**config.mk**
```make
export PLATFORM = sky130hd
export DESIGN_NAME = tbd_key_regs
export DESIGN_NICKNAME = d
export VERILOG_FILES = /design/src/rtl/core/tbd_pkg.sv /design/src/rtl/core/tbd_key_regs.sv
export SDC_FILE = /design/constraint.sdc
export NUM_CORES = 1
export LEC_CHECK = 0
export BUFFER_PORTS_ARGS = -buffer_cell sky130_fd_sc_hd__buf_2
export CORE_AREA = 3 3 131 133
export CTS_BUF_LIST = sky130_fd_sc_hd__clkbuf_2 sky130_fd_sc_hd__clkbuf_4 sky130_fd_sc_hd__clkbuf_8
export CTS_CLUSTER_DIAMETER = 200
export DETAILED_ROUTE_END_ITERATION = 16
export DIE_AREA = 0 0 134 136
export PLACE_DENSITY = 0.6
export SKIP_LAST_GASP = 1
export SYNTH_ARGS = -nofsm -noshare
export SYNTH_HDL_FRONTEND = slang
export SYNTH_SLANG_ARGS = --single-unit
export TNS_END_PERCENT = 5
```
**constraint.sdc**
```tcl
create_clock -name clk -period 1.7 [get_ports clk]
set_clock_uncertainty 0.15 [all_clocks]
set_input_delay 0.17 -clock clk [delete_from_list [all_inputs] [get_ports clk]]
set_output_delay 0.17 -clock clk [all_outputs]
set_load 0.1 [all_outputs]
```
**src/rtl/core/tbd_pkg.sv**
```systemverilog
// Package for the TEA block decryptor: widths, round count, key type and
// per-stage round constants. Depends on nothing; every core module imports it.

package tbd_pkg;

  // Word and configuration port widths.
  localparam int unsigned WORD_W    = 32;
  localparam int unsigned CFG_IDX_W = 2;

  // Number of TEA rounds; each round is two pipeline stages (one per half).
  localparam int unsigned ROUNDS = 32;
  localparam int unsigned STAGES = 2 * ROUNDS;

  typedef logic [WORD_W-1:0] word_t;

  localparam word_t DELTA = 32'h9E37_79B9;

  // Register indexes of the configuration port.
  typedef enum logic [CFG_IDX_W-1:0] {
    REG_KEY0 = 2'd0,
    REG_KEY1 = 2'd1,
    REG_KEY2 = 2'd2,
    REG_KEY3 = 2'd3
  } cfg_reg_t;

  // The 128-bit key as four words.
  typedef struct packed {
    word_t k0;
    word_t k1;
    word_t k2;
    word_t k3;
  } key_t;

  // Handshake between the last pipeline stage and the output skid stage.
  typedef struct packed {
    logic valid;
    logic adv;
  } pipe_ctl_t;

  // Running sum seen by a given round: DELTA times the rounds still to go,
  // wrapped to 32 bits. Only called with constant arguments.
  function automatic word_t tbd_round_sum(input int unsigned round_idx);
    word_t rounds_left;
    rounds_left = word_t'(ROUNDS - round_idx);
    return word_t'(DELTA * rounds_left);
  endfunction

endpackage

```
**src/rtl/core/tbd_key_regs.sv**
```systemverilog
// Key register file of the TEA block decryptor: four 32-bit key words
// written through the configuration port. Depends on tbd_pkg.

module tbd_key_regs (
  input  logic                       clk,
  input  logic                       rst_n,
  input  logic                       cfg_wr_en,
  input  logic [tbd_pkg::CFG_IDX_W-1:0] cfg_index,
  input  tbd_pkg::word_t             cfg_wr_data,
  output tbd_pkg::key_t              key
);
  import tbd_pkg::*;

  key_t key_r;
  key_t key_nxt;

  // Decode the register index and replace the addressed word.
  always_comb begin
    key_nxt = key_r;
    if (cfg_wr_en) begin
      unique case (cfg_reg_t'(cfg_index))
        REG_KEY0: key_nxt.k0 = cfg_wr_data;
        REG_KEY1: key_nxt.k1 = cfg_wr_data;
        REG_KEY2: key_nxt.k2 = cfg_wr_data;
        REG_KEY3: key_nxt.k3 = cfg_wr_data;
        default:  key_nxt = key_r;
      endcase
    end
  end

  // The key resets to all zeros.
  always_ff @(posedge clk) begin
    if (!rst_n) begin
      key_r <= '0;
    end else begin
      key_r <= key_nxt;
    end
  end

  assign key = key_r;

endmodule

```
==> flow_metrics.py <==
metrics = {
    "outcome": {
        "status": "finished, final reports clean",
    },
    "cts": {
        "clockBufferDepth": 2,
        "postCtsSetupRepairBufs": 0,
        "clk_pin_slew_ps": 70,
        "root_buffer": "clkbuf_8",
        "postCtsResizedCells": 0,
        "cts_tree": "yes",
        "numClockSinks": 128,
        "clkLatencyLatePin_ps": 420,
        "htreeDepth": 4,
        "numCtsBuffers": 17,
    },
    "route": {
        "drtIter0Drc": 123,
        "drcViolationCount": 0,
        "drt-total-wl_um": 12600,
        "avgViaCountPerCell": 4.38,
        "dr.pass1.iters": 4,
        "ant_nets": 0,
        "avgRoutedWirePerCell_um": 14.4,
        "num_vias": 3823,
    },
    "worst_setup_path": {
        "r2r_end": "key[103]$_SDFFE_PN0P_",
        "path_buf_inv": 1,
        "crit_chain": "buf_2",
        "critPathKind": "reg -> out",
        "cpPeakStageDelay_ps": 450,
        "path_max_fanout": 2,
        "arrival_ps": 1250,
        "critPathCaptureType": "primary output",
        "crit_start": "key[126]$_SDFFE_PN0P_",
        "cp_top_family": "buffers and inverters",
        "required_ps": 1380,
        "endpoint": "key[126]",
        "reg2regPathDepth": 2,
        "ff2ff_setup_slack_ps": 900,
        "path_depth": 1,
        "reg2reg_from": "key[103]$_SDFFE_PN0P_",
        "crit_path_start_kind": "flop",
        "slowest_stage": "buf_2",
    },
    "global_routing": {
        "gr-total-overflow": 0,
        "track_usage_pct": 13.9,
        "grt_pass1_vias": 3931,
        "grt_max_degree": 75,
        "grt_pass1_wl_um": 20000,
        "antenna_found_initial": 0,
    },
    "final_layout": {
        "antenna_cells": 0,
        "stdcell_count": 872,
        "fin_util_pct": 40.6,
        "layout_commonest_cell": "buf_2",
        "layout_common_cells": "buf_2, nand2_1, mux2i_1, dfxtp_1, dlygate4sd3_1",
        "final_area_mm2": 0.00647,
        "synthToLayoutAreaGrowth_pct": 35.0,
        "finalNetCount": 680,
        "largest_register_ffs": 128,
        "fillers": 1553,
        "drive_above_1_share_pct": 31.3,
    },
    "timing": {
        "setup-tns-final_ps": 0,
        "slew_violations": 0,
        "hold_ws_ps": 168,
        "setup-violations-final": 0,
        "layout_setup_ws_ps": 129,
        "period_share_pct": 92.4,
        "rsz0062_at_grt": "false",
        "slew_headroom_pct": 66.2,
        "final_hold_viol_count": 0,
        "fin_crit_ps": 1570,
        "max_freq_mhz": 637,
        "worstMarginPinSlew_ps": 511,
    },
    "place": {
        "placed_area_mm2": 0.00571,
        "gp_congestion": 0.765,
        "place_inst": 807,
        "place_ws_ps": 401,
        "portBuffers": 164,
        "hpwlAfterDp_um": 8410,
    },
    "run": {
        "maxCapViolCount": 0,
    },
    "logic_synthesis": {
        "synth_mux_area_share_pct": 26.7,
        "synth-xor-area-share_pct": 0,
        "synth_compound_area_share_pct": 0,
        "synthCells": 453,
        "synth.yosys.seq_area_share_pct": 53.5,
        "netlist-cell-type-count": 12,
        "yosysWarnings": 0,
        "synthAdderAreaFrac_pct": 0,
        "avgSynthCellArea_um2": 10.6,
        "synth_top_family_by_area": "multiplexers",
        "synth_area_mm2": 0.00479,
        "synth_seq_cells": 128,
        "synthSimpleGateAreaFrac_pct": 13.3,
        "synthesis.nets": 490,
    },
    "die": {
        "ios": 165,
        "start_util_pct": 30.1,
        "die_height_um": 136,
        "core_mm2": 0.0159,
        "die_w_um": 134,
        "fp-row-count": 46,
        "die_area_mm2": 0.0182,
    },
    "power_and_ir_drop": {
        "design_power_total_mw": 7.29,
        "power-per-cell-area_mw_per_mm2": 1130,
        "irDropWorstVdd_v": 0.000596,
        "leakage_nw": 3.43,
    },
    "worst_hold_path": {
        "hold_path_class": "in -> reg",
    },
}
-- Yosys cell counts --
cell | n | area share (%)
nand3b_1 | 2 | 0.31
buf_2 | 14 | 1.5
buf_12 | 3 | 1.3
buf_8 | 6 | 1.9
dfxtp_1 | 128 | 53
buf_6 | 6 | 1.4
buf_4 | 2 | 0.31
mux2i_1 | 128 | 27
nand3_2 | 1 | 0.21
nand2_1 | 160 | 13
clkbuf_1 | 2 | 0.16
nor3b_2 | 1 | 0.26
-- how the worst min path moves through the flow --
stage,start,endpoint,slack (ps),depth (start not counted)
final,cfg_index[0],key[118]$_SDFFE_PN0P_,170,4
after global placement,key[125]$_SDFFE_PN0P_,key[125]$_SDFFE_PN0P_,290,2
after CTS,cfg_index[1],key[115]$_SDFFE_PN0P_,140,4
after global routing,cfg_index[0],key[111]$_SDFFE_PN0P_,160,4
after detailed placement,key[21]$_SDFFE_PN0P_,key[21]$_SDFFE_PN0P_,300,2
after floorplan,cfg_wr_data[10],key[10]$_SDFFE_PN0P_,220,2
-- kinds of logic after synthesis --
group / after synthesis
AND/OR/NAND/NOR: 164
multiplexers: 128
flip-flops: 128
buffers and inverters: 33
-- cell type report --
type / count / area (um^2) / share of cell area [%]
timing repair buffer: 204 / 1280 / 19.8
sequential: 128 / 2560 / 39.6
clock buffer: 20 / 263 / 4.06
multi-input combinational: 292 / 1930 / 29.8
tap: 216 / 270 / 4.18
clock inverter: 12 / 165 / 2.55
-- routing by layer --
metal	global-route usage [%]	vias up	share of wire, %
li1	-	1859	-
met1	15.7	1804	42
met2	24.0	148	48
met3	5.00	12	7.7
met4	5.14	0	1.4
met5	0	-	0
-- repair_timing --
action | 4_1_cts | 5_1_grt
hold buffers | 33 | 0
hold endpoints to repair | 128 | 0
endpoints found under the setup margin | 0 | 0
-- power breakdown --
group	switching, mW	leakage, nW	internal [mW]
sequential	0.0584	1.04	3.10
combinational	1.04	2.18	0.275
clock	1.15	0.219	1.65
(Power assumes the default switching activity.)
