<file path="src/rtl/core/tbd_pkg.sv">
// Package for the TEA block decryptor: widths, round count, key type and
// per-stage round constants. Depends on nothing; every core module imports it.

package tbd_pkg;

  // Word and configuration port widths.
  localparam int unsigned WORD_W    = 32;
  localparam int unsigned CFG_IDX_W = 2;

  // Number of TEA rounds; each round is two pipeline stages (one per half).
  localparam int unsigned ROUNDS = 32;
  localparam int unsigned STAGES = 2 * ROUNDS;

  typedef logic [WORD_W-1:0] word_t;

  localparam word_t DELTA = 32'h9E37_79B9;

  // Register indexes of the configuration port.
  typedef enum logic [CFG_IDX_W-1:0] {
    REG_KEY0 = 2'd0,
    REG_KEY1 = 2'd1,
    REG_KEY2 = 2'd2,
    REG_KEY3 = 2'd3
  } cfg_reg_t;

  // The 128-bit key as four words.
  typedef struct packed {
    word_t k0;
    word_t k1;
    word_t k2;
    word_t k3;
  } key_t;

  // Handshake between the last pipeline stage and the output skid stage.
  typedef struct packed {
    logic valid;
    logic adv;
  } pipe_ctl_t;

  // Running sum seen by a given round: DELTA times the rounds still to go,
  // wrapped to 32 bits. Only called with constant arguments.
  function automatic word_t tbd_round_sum(input int unsigned round_idx);
    word_t rounds_left;
    rounds_left = word_t'(ROUNDS - round_idx);
    return word_t'(DELTA * rounds_left);
  endfunction

endpackage

</file>
<file path="src/rtl/core/tbd_stage.sv">
// One half-round of TEA decryption as a pipeline stage: the updated word
// loses mix(kept word), and the top level trades the two words' roles
// between stages. Depends on tbd_pkg.

module tbd_stage (
  input  logic           clk,
  input  logic           rst_n,
  input  logic           en,
  input  logic           in_vld,
  input  tbd_pkg::word_t keep_in,
  input  tbd_pkg::word_t upd_in,
  input  tbd_pkg::word_t sum,
  input  tbd_pkg::word_t ka,
  input  tbd_pkg::word_t kb,
  output logic           out_vld,
  output tbd_pkg::word_t keep_out,
  output tbd_pkg::word_t upd_out
);
  import tbd_pkg::*;

  logic  vld_r;
  word_t keep_r;
  word_t upd_r;
  word_t mix;
  word_t upd_nxt;

  // TEA mixing function of the kept word, then the wrapping subtract.
  always_comb begin
    mix     = ((keep_in << 4) + ka) ^ (keep_in + sum) ^ ((keep_in >> 5) + kb);
    upd_nxt = upd_in - mix;
  end

  // Valid bit is control state and resets; the words are payload.
  always_ff @(posedge clk) begin
    if (!rst_n) begin
      vld_r <= 1'b0;
    end else if (en) begin
      vld_r <= in_vld;
    end
  end

  always_ff @(posedge clk) begin
    if (en) begin
      keep_r <= keep_in;
      upd_r  <= upd_nxt;
    end
  end

  assign out_vld  = vld_r;
  assign keep_out = keep_r;
  assign upd_out  = upd_r;

  // A frozen stage keeps its valid bit and updated word.
  a_hold_when_frozen: assert property (@(posedge clk) disable iff (!rst_n)
    !en |=> $stable(vld_r) && $stable(upd_r))
    else $error("tbd_stage: contents changed while frozen");

endmodule

</file>
<file path="config.mk">
export PLATFORM = sky130hd
export DESIGN_NAME = tbd_stage
export DESIGN_NICKNAME = d
export VERILOG_FILES = /design/src/rtl/core/tbd_pkg.sv /design/src/rtl/core/tbd_stage.sv
export SDC_FILE = /design/constraint.sdc
export NUM_CORES = 1
export LEC_CHECK = 0
export BUFFER_PORTS_ARGS = -buffer_cell sky130_fd_sc_hd__buf_2
export CORE_ASPECT_RATIO = 1.1
export CORE_MARGIN = 3
export CORE_UTILIZATION = 50
export DETAILED_ROUTE_END_ITERATION = 8
export PLACE_DENSITY = 0.77
export RECOVER_POWER = 50
export SETUP_SLACK_MARGIN = 0.4
export SLEW_MARGIN = 25
export SYNTH_ARGS = -nofsm -noshare
export SYNTH_HDL_FRONTEND = slang
export SYNTH_SLANG_ARGS = --single-unit
</file>
<file path="constraint.sdc">
create_clock -name clk -period 5.7 [get_ports clk]
set_input_delay 0.285 -clock clk [delete_from_list [all_inputs] [get_ports clk]]
set_output_delay 0.285 -clock clk [all_outputs]
set_load 0.01 [all_outputs]
</file>
==> results of run 1 <==
cell usage in the layout, fill, tap and decap left out, types with 5 or more instances in the layout:
cell,n
a21oi_1,102
a211oi_1,5
o21bai_1,16
a21o_1,52
nor2b_1,19
and3_1,9
nand2_1,49
xnor2_1,138
clkbuf_1,82
buf_2,149
nand2b_1,11
nand3_1,23
ha_1,116
nand4_1,9
clkbuf_16,9
nor3_1,8
o211ai_1,7
nor2_1,39
edfxtp_1,64
o21a_1,9
a211o_1,5
o21ai_1,11
xnor3_1,6
inv_1,35
xor2_1,30
o21ai_0,37
a31oi_1,5
a21oi_2,5
worst register-to-register path: stages, from the launching register on:
cell,delay (ns)
dfxtp_1,0.32
mux2i_1,0.07
nor2b_1,0.20
worst max-delay path by stage:
stage                          start          end  slack [ns]  cells after the start
after floorplan           keep_in[0]  upd_out[31]        0.95                     24
after global placement    keep_in[0]  upd_out[31]        0.24                     25
after detailed placement  keep_in[0]  upd_out[31]        0.18                     25
after CTS                 keep_in[0]  upd_out[31]        0.51                     25
after global routing      keep_in[5]  upd_out[31]        0.33                     26
final                     keep_in[6]  upd_out[31]        0.62                     22
layout make-up:
class | count | area share [%]
Timing Repair Buffer | 233 | 11.0
Antenna cell | 2 | 0.0510
Clock buffer | 14 | 2.79
Sequential cell | 65 | 19.8
Clock inverter | 2 | 0.382
Multi-Input combinational cell | 784 | 62.1
Inverter | 35 | 1.34
Tap cell | 200 | 2.55
state kept, by name (all words and copies together) (netlist names):
signal,cells
keep_out,32
out_vld,1
upd_out,32
layer usage:
metal	routed length, um	share of wire, %	track usage [%]
met4	864	3.6	11.1
met1	10600	44	36.0
met3	1670	7.0	3.81
met2	10900	45	41.3
met5	0	0	0
where the power goes:
group / total (uW) / internal [uW] / switching [uW] / leakage (uW)
combinational: 2420 / 1070 / 1340 / 0.00357
clock: 598 / 375 / 223 / 0.000149
sequential: 799 / 767 / 32.2 / 0.000635
total: 3810 / 2220 / 1600 / 0.00435
what timing repair did:
| item | in CTS | in global routing |
|---|---|---|
| endpoints found under the setup margin | 0 | 1 |
| buffers inserted | 0 | 2 |
| resized for setup | 0 | 12 |
through the flow:
| step | worst slack (ns) | cells | cell area [um^2] | hold WS, ns |
|---|---|---|---|---|
| floorplan | 0.952 | 892 | 8170 | 0.384 |
| global placement | 0.243 | 1315 | 9560 | 0.491 |
| detailed placement | 0.184 | 1315 | 9560 | 0.503 |
| CTS | 0.507 | 1331 | 9870 | 0.140 |
| global route | 0.333 | 1335 | 9820 | 0.157 |
| finish | 0.621 | 1335 | 9820 | 0.155 |
kinds of logic after synthesis:
| kind of cell | Yosys count | synth area share, % |
|---|---|---|
| simple gates | 192 | 12.0 |
| mux | 2 | 0.260 |
| xor+xnor | 174 | 19.7 |
| flops | 65 | 23.8 |
| fa+ha+maj | 120 | 18.7 |
| buf+inv | 43 | 1.98 |
| compound gates | 296 | 23.6 |
==> summary.txt, run 1 <==
Logic synthesis
  • Syn_nets: 1176
  • Synthesized cell area: 8170 um^2
  • Cell taking the most area after synthesis: edfxtp_1
  • Syn_area_per_cell: just over 9 um^2
  • Most frequent cells after synthesis: 138 x xnor2_1, 116 x ha_1, 105 x a21oi_1, 64 x edfxtp_1, 52 x a21o_1
  • Yosys warning total: 0
  • Most frequent cell after synthesis: xnor2_1
  • Seq/Total Area, Yosys: 23.8%
  • Largest cells by area after synthesis: edfxtp_1 24%, ha_1 18%, xnor2_1 15%, a21oi_1 6.4%, a21o_1 4.8%
  • Synth async-reset ratio: 0%
  • Yosys cell types: 65
  • Ys flop type: edfxtp_1
  • FF+latch count, synth: 65
  • Cells after Synth: slightly below 900
  • EDFF count, synth: 64
  • Top-area cell type share of the netlist area: roughly a quarter

Power
  • Power after layout: 3810 uW
  • Leak Pwr: 0.00435 uW
  • Power Density: 388 nW/um^2
  • Max VDD drop: between 0.00015 and 0.0002 V

Clock tree
  • CTS root buffer: clkbuf_16
  • Clock sink count: between 60 and 70
  • CTS Hold Bufs: 0
  • Clk slew on worst S/H paths: 0.06 ns
  • Clk_lat worst skew: roughly 0.34 ns
  • CTS tree: done
  • H-tree Lvls: 3
  • Clk buf depth: 2
  • Inserted Clock Buffers: 9

Layout
  • Utilization after layout: 61.9%
  • Fillers: 1480
  • Layout area overhead: 20.1%
  • Multi-input gate area: approximately 6100 um^2
  • Register Area: 1940 um^2
  • Net count, final: 1412
  • Share of layout cells above drive strength 1: about 17%

Timing
  • Setup Skew: 0 ns
  • RSZ-0062 raised after global routing: no
  • Final worst path period share: 89.1%
  • Maximum clock rate: around 200 MHz
  • Final Hold Fails: 0
  • Crit path time final: 5.08 ns
  • Final Max Tran Viols: 66
  • Setup violations, final: 0
  • Slew @ Worst Pin: 3.81 ns
  • Setup TNS: 0 ns
  • Rel. slew slack: -154%

Detailed routing
  • 1st-pass router iterations: 5
  • Post-route ant nets: 0
  • DR vias: 7672
  • Routed len/inst: between 15 and 20 um
  • Routed vias/inst: about 5.7
  • DR iter-0 viols: 590
  • # DRC: 0
  • Final wirelength: roughly 24 mm

Global route
  • GR Util All Layers: 26.2%
  • Initial antenna violation count: 2
  • First-pass GRT wire length: between 30 and 40 mm
  • Vias in the first global route: 7430
  • Largest net degree at the start of global routing: 66
  • Grt ovf: 0

Critical path
  • Reg-to-reg endpoint: out_vld
  • Arrival time at the worst endpoint: 5.17 ns
  • CP max FO: 5
  • Crit path kind: primary input to flop
  • Crit path cell chain: clkbuf_1, ha_1, a21oi_2, nor2_1, o311a_1, a211o_1, a21o_1, a21o_1, a31oi_1, xnor2_1, xnor2_1, ha_1, and3_2, nand2b_4, a2111oi_4, o31ai_1, and3_4, o31ai_1, o21ai_1, xnor3_1, xor2_1, xor2_1
  • Setup crit start kind: primary input
  • Critical path's largest stage delay: 0.39 ns
  • Kind of end point of the critical path: flop
  • Reg2reg path depth: 2
  • R2R Setup Slk: 5.04 ns
  • Required time of the critical path: 5.79 ns
  • CP top delay family: compound AO/OA/AOI/OAI gates
  • Slowest CP cell: ha_1
  • Reg-to-reg critical path startpoint: out_vld
  • Buf+Inv Stages, Crit Path: 1

Floorplan
  • Core region area: 15900 um^2
  • Die height: around 140 um
  • Initial core utilization: 51.5%
  • I/O pin count: 229
  • Die X-Extent: roughly 130 um
  • Die footprint: 17900 um^2
  • Row count: 48

Worst hold path
  • Hold path start: rst_n
  • Hold depth: 2
  • Tightest Hold Check Type: primary input to flop
  • Min-Delay Endpoint: out_vld

Place
  • Port Buffers: 228
  • Final Wtd Congestion: 0.988
  • Final HPWL DP: 19.8 mm

Outcome
  • Status: complete, but fails checks
  • Failing checks: max-capacitance violations, max-slew violations

Run
  • Max Cap Viol: 1
Note: power is estimated with default switching activity, not from simulation.
==> inputs of run 2 (changes only) <==
- BUFFER_PORTS_ARGS: -buffer_cell sky130_fd_sc_hd__buf_2 -> not set
- DONT_BUFFER_PORTS: not set -> 1
- PLACE_DENSITY: 0.77 -> not set
- PLACE_DENSITY_LB_ADDON: not set -> 0.05
==> run 2 against run 1 <==
- the run now ends clean
- cell count decreased by 17%
- combinational power shrank 10%
- setup slack better by 0.20 ns
- non-clock buffer count decreased by 228
- largest cell class unchanged
- largest power group unchanged
==> summary.txt, run 2 (synthesis gave the netlist of run 1 again) <==
Outcome
  • Status: finished clean

Layout
  • Fillers: 1484 (+0.27%)
  • Post-route cell area: 8750 um^2 (-11%)
  • Net count, final: 1184 (-16%)
  • Share of layout cells above drive strength 1: 5.30% (-12 points)
  • Commonest non-fill, non-tap cell in the layout: xnor2_1
  • Diode count: 0 (-2)
  • Commonest cells after routing, fill and taps aside: 138 x xnor2_1, 116 x ha_1, 102 x a21oi_1
  • Layout area overhead: 7.04%

Clock tree
  • Clk slew on worst S/H paths: 0.07 ns (about the same)
  • CTS tree: done
  • Clk buf depth: 2 (unchanged)
  • CTS root buffer: clkbuf_16
  • Inserted Clock Buffers: 9 (unchanged)
  • H-tree Lvls: 3 (unchanged)
  • Clock sink count: 65 (unchanged)
  • CTS Hold Bufs: 0 (unchanged)
  • Clk_lat worst skew: 0.34 ns (about the same)

Floorplan
  • I/O pin count: 229 (unchanged)
  • Die footprint: 17900 um^2 (unchanged)
  • Row count: 48 (unchanged)
  • Initial core utilization: 51.5% (unchanged)
  • Die height: 140 um (unchanged)
  • Core region area: 15900 um^2 (unchanged)
  • Die X-Extent: 128 um (unchanged)

Detailed routing
  • DR iter-0 viols: 405 (-31%)
  • # DRC: 0 (unchanged)
  • Routed len/inst: 22.5 um (+25%)
  • DR vias: 6813 (-11%)
  • 1st-pass router iterations: 4 (-1)
  • Routed vias/inst: 6.17 (+7.3%)
  • Final wirelength: 24.9 mm (+3.7%)
  • Post-route ant nets: 0 (unchanged)

Global route
  • Met3 GRT Util: 6.75% (+2.9 points)
  • Grt ovf: 0 (unchanged)
  • Initial antenna violation count: 0 (-2)
  • M1 GR Usage: 32.6% (-3.3 points)
  • Largest net degree at the start of global routing: 66 (unchanged)
  • Met2 usage: 48.3% (+6.9 points)
  • Vias in the first global route: 6987 (-6.0%)
  • First-pass GRT wire length: 38.4 mm (+3.2%)
  • Most Crowded Layer GR: met2
  • GR Util All Layers: 27.5% (+1.2 points)

Timing
  • Final Max Tran Viols: 0 (-100%)
  • Rel. slew slack: 53.6% (+210 points)
  • Maximum clock rate: 205 MHz (+4.0%)
  • Final worst path period share: 85.7% (-3.4 points)
  • RSZ-0062 raised after global routing: no
  • Crit path time final: 4.88 ns (-0.195 ns)
  • Final WS setup: 0.816 ns (+0.195 ns)
  • Setup Skew: 0 ns (unchanged)
  • Setup TNS: 0 ns (unchanged)
  • Setup violations, final: 0 (unchanged)
  • Slew @ Worst Pin: 0.690 ns (-3.12 ns)
  • Final Hold Fails: 0 (unchanged)

Place
  • Setup WS pre-CTS: 0.275 ns (+0.0907 ns)
  • Port Buffers: 0 (-100%)
  • Final Wtd Congestion: 0.934 (-5.5%)
  • Placed cell area: 8410 um^2 (-12%)
  • Final HPWL DP: 20.9 mm (+5.6%)

Critical path
  • Crit path kind: primary input to flop
  • CP max FO: 4 (-1)
  • Required time of the critical path: 5.79 ns (about the same)
  • Kind of end point of the critical path: flop
  • Arrival time at the worst endpoint: 4.97 ns (-0.20 ns)
  • Setup crit start kind: primary input

Worst hold path
  • Tightest Hold Check Type: primary input to flop

Power
  • Leak Pwr: 0.00367 uW (-16%)
  • Power after layout: 3670 uW (-3.6%)
  • Max VDD drop: 0.000201 V (+21%)
  • Power Density: 420 nW/um^2 (+8.2%)

Run
  • Max Cap Viol: 0 (-1)
run 2: worst paths after layout:
kind	startpoint	cells past startpoint	slack (ns)	to
worst max-delay path	keep_in[0]	24	0.82	upd_out[31]
worst max register to register	out_vld	2	5.06	out_vld
worst min-delay path	keep_in[25]	0	0.03	keep_out[25]
worst min register to register	out_vld	2	0.58	out_vld
run 2: critical path: stages:
cell	delay, ns
ha_1	0.19
inv_1	0.07
fa_1	0.20
nor2b_1	0.06
o21ai_1	0.18
a21oi_2	0.11
a31oi_1	0.38
o21bai_1	0.10
a21oi_1	0.28
o21ai_0	0.12
and2_1	0.20
xnor3_1	0.35
xor2_1	0.19
ha_1	0.36
and3_2	0.26
nand2b_4	0.07
a2111oi_4	0.27
o31ai_1	0.12
and3_4	0.19
o31ai_1	0.18
o21ai_1	0.10
xnor3_1	0.37
xor2_1	0.18
xor2_1	0.15
run 2: routing by layer:
| metal | vias up | routed length, um |
|---|---|---|
| li1 | 3334 | - |
| met1 | 3185 | 10100 |
| met2 | 249 | 12300 |
| met3 | 45 | 1680 |
| met4 | 0 | 747 |
| met5 | - | 0 |
run 2: stage by stage:
stage / hold slack, ns / utilization (%) / instances
2_1_floorplan: 0.384 / - / 892
4_1_cts: 0.0130 / 54.9 / 1102
3_3_place_gp: 0.384 / 53.0 / 1086
5_1_grt: 0.0153 / 55.2 / 1105
3_5_place_dp: 0.384 / 53.0 / 1086
6_report: 0.0276 / 55.2 / 1105
run 2: timing repair:
action	4_1_cts	5_1_grt
resized for setup	0	7
endpoints found under the hold margin	0	0
setup buffers	0	3
endpoints found under the setup margin	0	1
run 2: power breakdown:
group / total [uW] / switching (uW) / internal [uW]
Clock: 589 / 246 / 343
Sequential: 911 / 135 / 776
Combinational: 2170 / 1190 / 985
Total: 3670 / 1570 / 2100
run 2: layout make-up:
class                      instances  area, um^2  area share, %
multi-input combinational        784        6090           69.6
timing repair buffer               5        37.5          0.429
clock inverter                     7        75.1          0.858
inverter                          35         131           1.50
clock buffer                       9         225           2.57
sequential                        65        1940           22.2
tap                              200         250           2.86
