<file path="src/rtl/core/tbd_pkg.sv">
// Package for the TEA block decryptor: widths, round count, key type and
// per-stage round constants. Depends on nothing; every core module imports it.

package tbd_pkg;

  // Word and configuration port widths.
  localparam int unsigned WORD_W    = 32;
  localparam int unsigned CFG_IDX_W = 2;

  // Number of TEA rounds; each round is two pipeline stages (one per half).
  localparam int unsigned ROUNDS = 32;
  localparam int unsigned STAGES = 2 * ROUNDS;

  typedef logic [WORD_W-1:0] word_t;

  localparam word_t DELTA = 32'h9E37_79B9;

  // Register indexes of the configuration port.
  typedef enum logic [CFG_IDX_W-1:0] {
    REG_KEY0 = 2'd0,
    REG_KEY1 = 2'd1,
    REG_KEY2 = 2'd2,
    REG_KEY3 = 2'd3
  } cfg_reg_t;

  // The 128-bit key as four words.
  typedef struct packed {
    word_t k0;
    word_t k1;
    word_t k2;
    word_t k3;
  } key_t;

  // Handshake between the last pipeline stage and the output skid stage.
  typedef struct packed {
    logic valid;
    logic adv;
  } pipe_ctl_t;

  // Running sum seen by a given round: DELTA times the rounds still to go,
  // wrapped to 32 bits. Only called with constant arguments.
  function automatic word_t tbd_round_sum(input int unsigned round_idx);
    word_t rounds_left;
    rounds_left = word_t'(ROUNDS - round_idx);
    return word_t'(DELTA * rounds_left);
  endfunction

endpackage

</file>
<file path="src/rtl/core/tbd_out_skid.sv">
// Output skid stage of the TEA block decryptor: catches the last pipeline
// stage's transaction when the output stalls, so the pipeline stall comes
// from a register rather than straight from out_stall. Depends on tbd_pkg.

module tbd_out_skid (
  input  logic               clk,
  input  logic               rst_n,
  input  tbd_pkg::word_t     pipe_left,
  input  tbd_pkg::word_t     pipe_right,
  input  logic               pipe_valid,
  output tbd_pkg::pipe_ctl_t ctl,
  output logic               out_valid,
  input  logic               out_stall,
  output tbd_pkg::word_t     out_plain_left,
  output tbd_pkg::word_t     out_plain_right
);
  import tbd_pkg::*;

  logic  skid_v_r;
  logic  skid_v_nxt;
  word_t skid_left_r;
  word_t skid_right_r;

  // Fill when a result is stalled while the pipeline still moves; drain
  // when the held result is taken.
  always_comb begin
    skid_v_nxt = skid_v_r;
    if (skid_v_r) begin
      if (!out_stall) begin
        skid_v_nxt = 1'b0;
      end
    end else if (pipe_valid && out_stall) begin
      skid_v_nxt = 1'b1;
    end
  end

  always_ff @(posedge clk) begin
    if (!rst_n) begin
      skid_v_r <= 1'b0;
    end else begin
      skid_v_r <= skid_v_nxt;
    end
  end

  always_ff @(posedge clk) begin
    if (!skid_v_r) begin
      skid_left_r  <= pipe_left;
      skid_right_r <= pipe_right;
    end
  end

  // The pipeline advances whenever the skid register is free.
  assign ctl.valid = pipe_valid;
  assign ctl.adv   = !skid_v_r;

  assign out_valid       = skid_v_r || pipe_valid;
  assign out_plain_left  = skid_v_r ? skid_left_r  : pipe_left;
  assign out_plain_right = skid_v_r ? skid_right_r : pipe_right;

  // The skid register only fills from a stalled, valid last stage.
  a_fill_cause: assert property (@(posedge clk) disable iff (!rst_n)
    skid_v_r && !$past(skid_v_r) |-> $past(pipe_valid && out_stall))
    else $error("tbd_out_skid: skid filled without a stalled result");

  // A held result that is taken frees the skid register.
  a_drain: assert property (@(posedge clk) disable iff (!rst_n)
    skid_v_r && !out_stall |=> !skid_v_r)
    else $error("tbd_out_skid: skid register did not drain");

  // A held result stays on the output until it is taken.
  a_keep_held: assert property (@(posedge clk) disable iff (!rst_n)
    skid_v_r && out_stall |=> skid_v_r && $stable(skid_left_r))
    else $error("tbd_out_skid: held result lost");

endmodule

</file>
<file path="config.mk">
export PLATFORM = sky130hd
export DESIGN_NAME = tbd_out_skid
export DESIGN_NICKNAME = d
export VERILOG_FILES = /design/src/rtl/core/tbd_pkg.sv /design/src/rtl/core/tbd_out_skid.sv
export SDC_FILE = /design/constraint.sdc
export NUM_CORES = 1
export LEC_CHECK = 0
export BUFFER_PORTS_ARGS = -buffer_cell sky130_fd_sc_hd__clkbuf_2
export CAP_MARGIN = 0
export CORE_ASPECT_RATIO = 1.5
export CORE_MARGIN = 4
export CORE_UTILIZATION = 38
export CTS_BUF_LIST = sky130_fd_sc_hd__clkbuf_16
export DETAILED_ROUTE_END_ITERATION = 8
export PLACE_DENSITY = 0.77
export SYNTH_ARGS = -nofsm -noshare
export SYNTH_HDL_FRONTEND = slang
export SYNTH_SLANG_ARGS = --single-unit
</file>
<file path="constraint.sdc">
create_clock -name clk -period 1.1 [get_ports clk]
set_clock_uncertainty 0.1 [all_clocks]
set_input_delay 0.11 -clock clk [delete_from_list [all_inputs] [get_ports clk]]
set_output_delay 0.11 -clock clk [all_outputs]
set_load 0.005 [all_outputs]
</file>
==> results of run 1 <==
layout make-up:
class                      instances  area, µm²  area share (%)
inverter                           1      3.754          0.1131
clock buffer                       9      225.2           6.787
clock inverter                     7      38.79           1.169
multi-input combinational         66      883.3           26.62
timing repair buffer             143      774.5           23.34
sequential                        65       1305           39.33
tap                               70      87.58           2.640
logic make-up (layout without fill, tap and decap cells):
logic type             count (synthesis)  after routing  share of synthesized area, %
flip-flops                            65             65                         59.56
multiplexers                          64             64                         36.43
buffers and inverters                  9            160                         3.264
AO/OA/AOI/OAI                          1              1                        0.4582
AND/OR/NAND/NOR                        1              1                        0.2866
state kept, by name (all words and copies together) (netlist names):
signal,flops
skid_left_r,32
skid_right_r,32
skid_v_r,1
layer usage:
layer,track usage [%],vias up
li1,-,779
met1,14.93,710
met2,24.76,89
met3,5.489,2
met4,7.965,0
met5,0,-
timing repair:
| item | in CTS | in global routing |
|---|---|---|
| setup endpoints to repair | 130 | 130 |
| hold endpoints to repair | 65 | 64 |
| resized for setup | 4 | 9 |
power groups by stage:
| stage | clock network, W | logic (W) | registers, W |
|---|---|---|---|
| after global routing | 0.00260 | 0.000813 | 0.00261 |
| after floorplan | 0 | 0.000377 | 0.00263 |
| after detailed placement | 0 | 0.000720 | 0.00265 |
| after global placement | 0 | 0.000708 | 0.00264 |
| after CTS | 0.00250 | 0.000741 | 0.00260 |
| final | 0.00241 | 0.000748 | 0.00260 |
synthesized netlist by cell type:
master   count
mux2_2      37
buf_2        3
o211a_1      1
inv_1        1
dfxtp_1     65
mux2_1       7
or2_2        1
buf_6        4
mux2_4      20
buf_4        1
stage by stage:
stage	cell area [µm²]	cells	setup WS (ps)	total power [W]	hold slack (ps)
after detailed placement	2975	342	-162.8	0.003367	230.6
after global routing	3318	361	-542.5	0.006029	-74.17
final	3318	361	-498.6	0.005763	-67.93
after global placement	2975	342	-152.8	0.003344	242.4
after floorplan	2223	140	-57.68	0.003004	136.0
after CTS	3284	361	-506.7	0.005836	-82.16
worst register-to-register path, stage by stage, from the launching register on:
cell,delay [ps]
dfxtp_4,400
buf_12,190
mux2_2,380
how the worst max path moves through the flow:
stage | start | end | slack (ps)
after floorplan | skid_v_r$_SDFF_PN0_ | skid_left_r[10]$_DFF_P_ | -60
after global placement | skid_v_r$_SDFF_PN0_ | out_plain_left[29] | -150
after detailed placement | skid_v_r$_SDFF_PN0_ | out_plain_right[24] | -160
after CTS | skid_v_r$_SDFF_PN0_ | out_plain_right[25] | -510
after global routing | skid_v_r$_SDFF_PN0_ | out_plain_right[16] | -540
final | skid_v_r$_SDFF_PN0_ | out_plain_right[18] | -500
==> run_results.csv, run 1 <==
group,metric,value,unit
status,outcome,"finished with violations",
status,violations,"negative hold slack, negative setup slack",
detailed_routing,drt_first_pass_iters,4,
die,fp.dieH,100.9,µm
global_route,grt_pass1_vias,1618,
critical_path,path_cells,"buf_12, mux2_2, clkbuf_2",
pwr,power_leakage,1.678,nW
logic_synthesis,synthCells,140,
sta,grt_setup_unrepaired,"true",
global_route,grtUsageTotal,14.37,%
cells_and_area,syn2layout_area_growth,51.89,%
logic_synthesis,ys_ff_latch,65,
critical_path,startpoint_type,"flop",
global_route,antenna_found_initial,0,
detailed_routing,vias,1580,
die,die-area,7051,µm²
detailed_routing,ant_nets,0,
logic_synthesis,yosysUniqueCellTypes,10,
clock_tree,post_cts_buffers,0,
critical_path,worst-r2r-cell-count,2,
clock_tree,clock_latency,310,ps
sta,setup_ws,-498.6,ps
die,start_util,39.48,%
logic_synthesis,netlist_area,2185,µm²
cells_and_area,drive_above_1_share,75.60,%
sta,slew_violations,0,
sta,hold_violations,64,
min_path,hold_end,"skid_left_r[27]$_DFF_P_",
critical_path,critPathTopFamily,"flip-flops",
detailed_routing,post_drt_wl_per_cell,14.62,µm
clock_tree,cts_buffers,9,
critical_path,path_buf_inv,2,
die,die_w,69.91,µm
clock_tree,cts.sinks,65,
min_path,hold_path_class,"input pin to flop",
cells_and_area,n_antenna_cell,0,
die,pin_count,135,
min_path,worstHoldStart,"pipe_left[27]",
critical_path,path_max_fanout,20,
pwr,share_seq_of_total_power,45.1,%
detailed_routing,dr_wl_met3,465,µm
clock_tree,htreeDepth,3,
sta,maxSlewHeadroom,90.29,%
global_route,overflow,0,
critical_path,r2r-end,"skid_right_r[16]$_DFF_P_",
critical_path,required,890,ps
detailed_routing,first_iter_violations,35,
critical_path,crit-reg2reg-launch,"skid_v_r$_SDFF_PN0_",
logic_synthesis,postSynthAreaPerCell,15.60,µm²
critical_path,cpMaxStageDelayCell,"dfxtp_4",
logic_synthesis,ys_seq_area_share,59.56,%
detailed_routing,viasPerCell,4.377,
pwr,p_clk_share,41.9,%
detailed_routing,top_layer,"met4",
sta,period_share,145.3,%
run,maxCapViolations,0,
cells_and_area,final_cell_mix,"clkbuf_2, dfxtp_1, mux2_4, mux2_2, clkbuf_16",
placed_design,gp_congestion,0.6643,
pwr,powerDensity,1737,nW/µm²
critical_path,worst-setup-path-type,"flop to primary output",
pwr,comb_power_share,13.0,%
clock_tree,cts_tree,"done",
logic_synthesis,synth_nets,208,
critical_path,crit_path_end_kind,"primary output",
cells_and_area,fin_util,59.97,%
critical_path,arrival,1390,ps
sta,setup_tns,-32230,ps
detailed_routing,wl_met2,2.843,mm
critical_path,regToRegSetupSlack,-80,ps
detailed_routing,wl,5.279,mm
logic_synthesis,synth_top_cells_by_area,"dfxtp_1, mux2_2, mux2_4",
sta,min_period,1599,ps
sta,max_freq,625.6,MHz
placed_design,port-buffer-count,134,
sta,hold_ws,-67.93,ps
logic_synthesis,netlist.area_leader.share,59.56,%
cells_and_area,num-nets-final,354,
detailed_routing,met1Wirelength,1.943,mm
clock_tree,cts_buffer_depth,2,
logic_synthesis,yosysTopAreaCell,"dfxtp_1",
sta,setup_violations,125,
global_route,grt_max_degree,21,
cells_and_area,nFillCells,458,
min_path,whs_path_depth,2,
global_route,grt_pass1_wl,7.728,mm
clock_tree,cts_hold_buf,3,
clock_tree,clk_pin_slew,50,ps
pwr,vdd_ir_drop_max,1140,µV
die,core_area,5533,µm²
pwr,p_int,0.004511,W
clock_tree,cts-root-buf,"clkbuf_16",
sta,worst_slew_pin_slew,145.7,ps
detailed_routing,drc,0,
logic_synthesis,synth_warnings,0,
pwr,p_sw,0.001252,W
pwr,p_sw_share,21.72,%
critical_path,worst-path-stages,3,
critical_path,critPathMaxStageDelay,400,ps
placed_design,dp_hpwl,4.120,mm
cells_and_area,final_common_cell,"clkbuf_2",
die,rows,33,
Power figures use the tool's default switching activity.
==> run 2, diff against run 1 <==
- CORE_MARGIN: 4 -> 2
==> run_results.csv, run 2 (same netlist as run 1, synthesis figures left out) <==
group,metric,value,unit
sta,hold_violations,63,
sta,max_freq,622.8,MHz
cells_and_area,fin_util,62.02,%
status,outcome,"finished with violations",
critical_path,arrival,1400,ps
run,maxCapViolations,0,
placed_design,dp_hpwl,3.889,mm
die,rows,33,
die,start_util,39.78,%
cells_and_area,nFillCells,432,
min_path,hold_path_class,"input pin to flop",
clock_tree,htreeDepth,3,
detailed_routing,viasPerCell,4.485,
clock_tree,cts_buffers,9,
detailed_routing,ant_nets,0,
pwr,power.total,0.005905,W
global_route,grt_pass1_vias,1770,
status,violations,"negative hold slack, negative setup slack",
detailed_routing,post_drt_wl_per_cell,14.33,µm
sta,setup_ws,-505.7,ps
cells_and_area,fin_cells,363,
sta,hold_ws,-72.41,ps
clock_tree,clk_pin_slew,60,ps
critical_path,required,890,ps
critical_path,path_max_fanout,21,
detailed_routing,drc,0,
global_route,overflow,0,
global_route,antenna_found_initial,0,
detailed_routing,first_iter_violations,27,
global_route,grt_pass1_wl,8.190,mm
sta,min_period,1606,ps
placed_design,port-buffer-count,134,
detailed_routing,wl,5.203,mm
cells_and_area,final_cell_mix,"clkbuf_2, dfxtp_1, mux2_4, mux2_2, clkbuf_16",
sta,slew_violations,0,
clock_tree,cts_hold_buf,3,
sta,worst_slew_pin_slew,145.2,ps
pwr,power_leakage,1.728,nW
detailed_routing,drt_first_pass_iters,4,
sta,grt_setup_unrepaired,"true",
cells_and_area,num-nets-final,356,
critical_path,startpoint_type,"flop",
cells_and_area,drive_above_1_share,76.45,%
clock_tree,cts_tree,"done",
die,die_w,65.91,µm
clock_tree,cts-root-buf,"clkbuf_16",
die,die-area,6384,µm²
cells_and_area,syn2layout_area_growth,55.90,%
placed_design,placed_cells,342,
clock_tree,cts_buffer_depth,2,
die,fp.dieH,96.86,µm
clock_tree,clock_latency,320,ps
sta,setup_tns,-33880,ps
clock_tree,cts.sinks,65,
sta,setup_violations,127,
cells_and_area,n_antenna_cell,0,
cells_and_area,top_regs,"skid_left_r x32, skid_right_r x32, skid_v_r x1",
global_route,grtUsageTotal,17.17,%
detailed_routing,vias,1628,
critical_path,worst-setup-path-type,"flop to primary output",
die,pin_count,135,
die,core_area,5492,µm²
placed_design,gp_congestion,0.7103,
pwr,vdd_ir_drop_max,1090,µV
critical_path,crit_path_end_kind,"primary output",
sta,maxSlewHeadroom,90.32,%
pwr,powerDensity,1734,nW/µm²
global_route,grt_max_degree,22,
cells_and_area,final_common_cell,"clkbuf_2",
sta,period_share,146.0,%
-- run 2: cell types whose count changed in the layout (fill, tap and decap cells not counted) --
cell / change
clkbuf_2: -1
inv_1: -1
buf_4: -1
buf_12: +2
mux2_4: +8
buf_6: +2
inv_4: +1
mux2_2: -8
clkinv_1: -1
clkinv_4: +1
-- run 2: worst max-delay path: stages, from the launching register on --
cell	delay, ps
dfxtp_4	420
buf_12	180
mux2_2	360
clkbuf_2	120
-- run 2: layout make-up --
class | instances | area (µm²) | area share, %
flip-flops and latches | 65 | 1305 | 38.32
multi-input cells | 66 | 913.4 | 26.82
repair buffers | 145 | 824.5 | 24.21
clock buffers | 9 | 225.2 | 6.613
well taps | 70 | 87.58 | 2.572
clock inverters | 7 | 46.29 | 1.359
inverters | 1 | 3.754 | 0.1102
-- run 2: repair_timing --
| action | 4_1_cts | 5_1_grt |
|---|---|---|
| cloned | 0 | 0 |
| endpoints found under the setup margin | 130 | 130 |
| buffers inserted | 1 | 1 |
| resized for setup | 17 | 7 |
| hold endpoints to repair | 64 | 63 |
-- run 2: per-stage QoR --
step / setup WS (ps) / area, µm²
global route: -568.0 / 3406
floorplan: -57.68 / 2223
CTS: -529.2 / 3373
global placement: -160.2 / 3000
detailed placement: -185.5 / 3000
finish: -505.7 / 3406
-- run 2: power breakdown --
group / switching [W] / leakage, nW / internal [W]
combinational: 0.000284 / 1.04 / 0.000503
clock: 0.000995 / 0.135 / 0.00152
sequential: 0.0000593 / 0.549 / 0.00255
-- run 2: routing by layer --
metal,vias up,routed length (µm),global-route usage (%),part of all wire (%)
met5,-,0,0,0
met4,0,182,11.38,3.5
met3,12,338,4.651,6.5
met2,80,2831,29.99,54
met1,755,1850,17.01,36
li1,781,-,-,-
-- run 2: worst paths after layout --
path	from	end	slack (ps)	cells after the start
worst min register to register	skid_right_r[12]$_DFF_P_	skid_right_r[12]$_DFF_P_	370	1
worst max-delay path	skid_v_r$_SDFF_PN0_	out_plain_right[11]	-510	3
worst min-delay path	pipe_left[28]	skid_left_r[28]$_DFF_P_	-70	2
worst max register to register	skid_v_r$_SDFF_PN0_	skid_right_r[16]$_DFF_P_	-210	4
==> run 3, diff against run 2 <==
- RECOVER_POWER: unset -> 25
- SLEW_MARGIN: unset -> 20
==> run_results.csv, run 3 (same netlist as run 1, synthesis figures left out) <==
group,metric,value,unit
cells_and_area,multi_input_area,913.4,µm²
cells_and_area,n_antenna_cell,0,
die,core_area,5492,µm²
pwr,p_int,0.004567,W
sta,hold_violations,63,
cells_and_area,fin_util,62.00,%
sta,hold_ws,-72.41,ps
critical_path,critPathMaxStageDelay,420,ps
detailed_routing,post_drt_wl_per_cell,14.33,µm
critical_path,arrival,1400,ps
cells_and_area,seq_area,1305,µm²
pwr,comb_power_share,13.3,%
detailed_routing,ant_nets,0,
sta,max_freq,622.8,MHz
clock_tree,clock_latency,320,ps
clock_tree,cts-root-buf,"clkbuf_16",
placed_design,port-buffer-count,134,
die,die_w,65.91,µm
cells_and_area,num-nets-final,356,
pwr,p_sw_share,22.66,%
sta,setup_violations,127,
clock_tree,cts.sinks,65,
clock_tree,clk_pin_slew,60,ps
global_route,grt_max_degree,22,
sta,maxSlewHeadroom,90.32,%
pwr,p_sw,0.001338,W
pwr,power_leakage,1.725,nW
placed_design,placed_cells,342,
cells_and_area,top_regs,"skid_left_r x32, skid_right_r x32, skid_v_r x1",
die,rows,33,
clock_tree,cts_tree,"done",
status,outcome,"finished with violations",
cells_and_area,drive_above_1_share,76.11,%
run,maxCapViolations,0,
pwr,vdd_ir_drop_max,1090,µV
pwr,powerDensity,1734,nW/µm²
cells_and_area,nFillCells,433,
sta,worst_slew_pin_slew,145.2,ps
clock_tree,cts_buffers,9,
detailed_routing,vias,1629,
critical_path,cpMaxStageDelayCell,"dfxtp_4",
critical_path,startpoint_type,"flop",
global_route,overflow,0,
sta,period_share,146.0,%
clock_tree,cts_buffer_depth,2,
detailed_routing,viasPerCell,4.488,
critical_path,crit_path_end_kind,"primary output",
status,violations,"negative hold slack, negative setup slack",
min_path,hold_path_class,"input pin to flop",
cells_and_area,final_cell_mix,"clkbuf_2, dfxtp_1, mux2_4, mux2_2, clkbuf_16",
clock_tree,htreeDepth,3,
die,start_util,39.78,%
cells_and_area,fin_cells,363,
critical_path,path_max_fanout,21,
pwr,share_seq_of_total_power,44.1,%
global_route,antenna_found_initial,0,
global_route,grt_pass1_wl,8.190,mm
sta,slew_violations,0,
global_route,grt_pass1_vias,1770,
critical_path,worst-setup-path-type,"flop to primary output",
global_route,grtUsageTotal,17.17,%
die,die-area,6384,µm²
sta,grt_setup_unrepaired,"true",
detailed_routing,wl,5.203,mm
cells_and_area,final_common_cell,"clkbuf_2",
placed_design,dp_hpwl,3.889,mm
sta,min_period,1606,ps
placed_design,gp_congestion,0.7103,
die,fp.dieH,96.86,µm
detailed_routing,drt_first_pass_iters,4,
cells_and_area,syn2layout_area_growth,55.84,%
sta,setup_tns,-33870,ps
pwr,p_clk_share,42.5,%
sta,setup_ws,-505.6,ps
pwr,power.total,0.005905,W
detailed_routing,first_iter_violations,27,
critical_path,required,890,ps
clock_tree,cts_hold_buf,3,
die,pin_count,135,
detailed_routing,drc,0,
critical_path,path_cells,"buf_12, mux2_2, clkbuf_2",
-- run 3: cell count changes in the layout (fill, tap and decap cells not counted) --
cell,previous run,this run
clkbuf_1,0,1
clkbuf_2,133,132
-- run 3: layer usage --
metal  vias to the layer above  part of all wire, %  GRT usage (%)
li1                        781                    -              -
met1                       756                   36          17.01
met2                        80                   54          29.99
met3                        12                  6.5          4.651
met4                         0                  3.5          11.38
met5                         -                    0              0
-- run 3: worst max-delay path, delay by kind of cell, from the launching register on --
kind                   cells  cell delay [ps]
multiplexers               1              360
buffers and inverters      2              300
flip-flops                 1              420
-- run 3: final cells by class --
class                      instances  area share [%]
tap                               70           2.573
clock buffer                       9           6.615
timing repair buffer             145           24.18
multi-input combinational         66           26.83
sequential                        65           38.33
inverter                           1          0.1103
clock inverter                     7           1.360
-- run 3: what timing repair did --
action | 4_1_cts | 5_1_grt
endpoints found under the hold margin | 64 | 63
setup endpoints to repair | 130 | 130
pin swaps | 0 | 0
gates resized for setup | 17 | 7
buffers inserted | 1 | 1
-- run 3: power groups by stage --
stage / registers, W / logic, W / clock network, W
final: 0.00261 / 0.000786 / 0.00251
after floorplan: 0.00263 / 0.000377 / 0
after CTS: 0.00261 / 0.000776 / 0.00258
after global routing: 0.00262 / 0.000850 / 0.00270
after detailed placement: 0.00265 / 0.000723 / 0
after global placement: 0.00264 / 0.000705 / 0
-- run 3: path summary, 6_finish.rpt --
kind                                  from                        to  slack, ps  depth (start not counted)
setup / recovery       skid_v_r$_SDFF_PN0_       out_plain_right[11]       -510                          3
hold / removal               pipe_left[28]   skid_left_r[28]$_DFF_P_        -70                          2
setup reg to reg       skid_v_r$_SDFF_PN0_  skid_right_r[16]$_DFF_P_       -210                          4
hold reg to reg   skid_right_r[12]$_DFF_P_  skid_right_r[12]$_DFF_P_        370                          1
-- run 3: stage by stage --
stage / area [µm²] / setup slack (ps)
floorplan: 2223 / -57.68
global placement: 3000 / -160.2
detailed placement: 3000 / -185.5
CTS: 3373 / -529.2
global route: 3405 / -568.0
finish: 3405 / -505.6
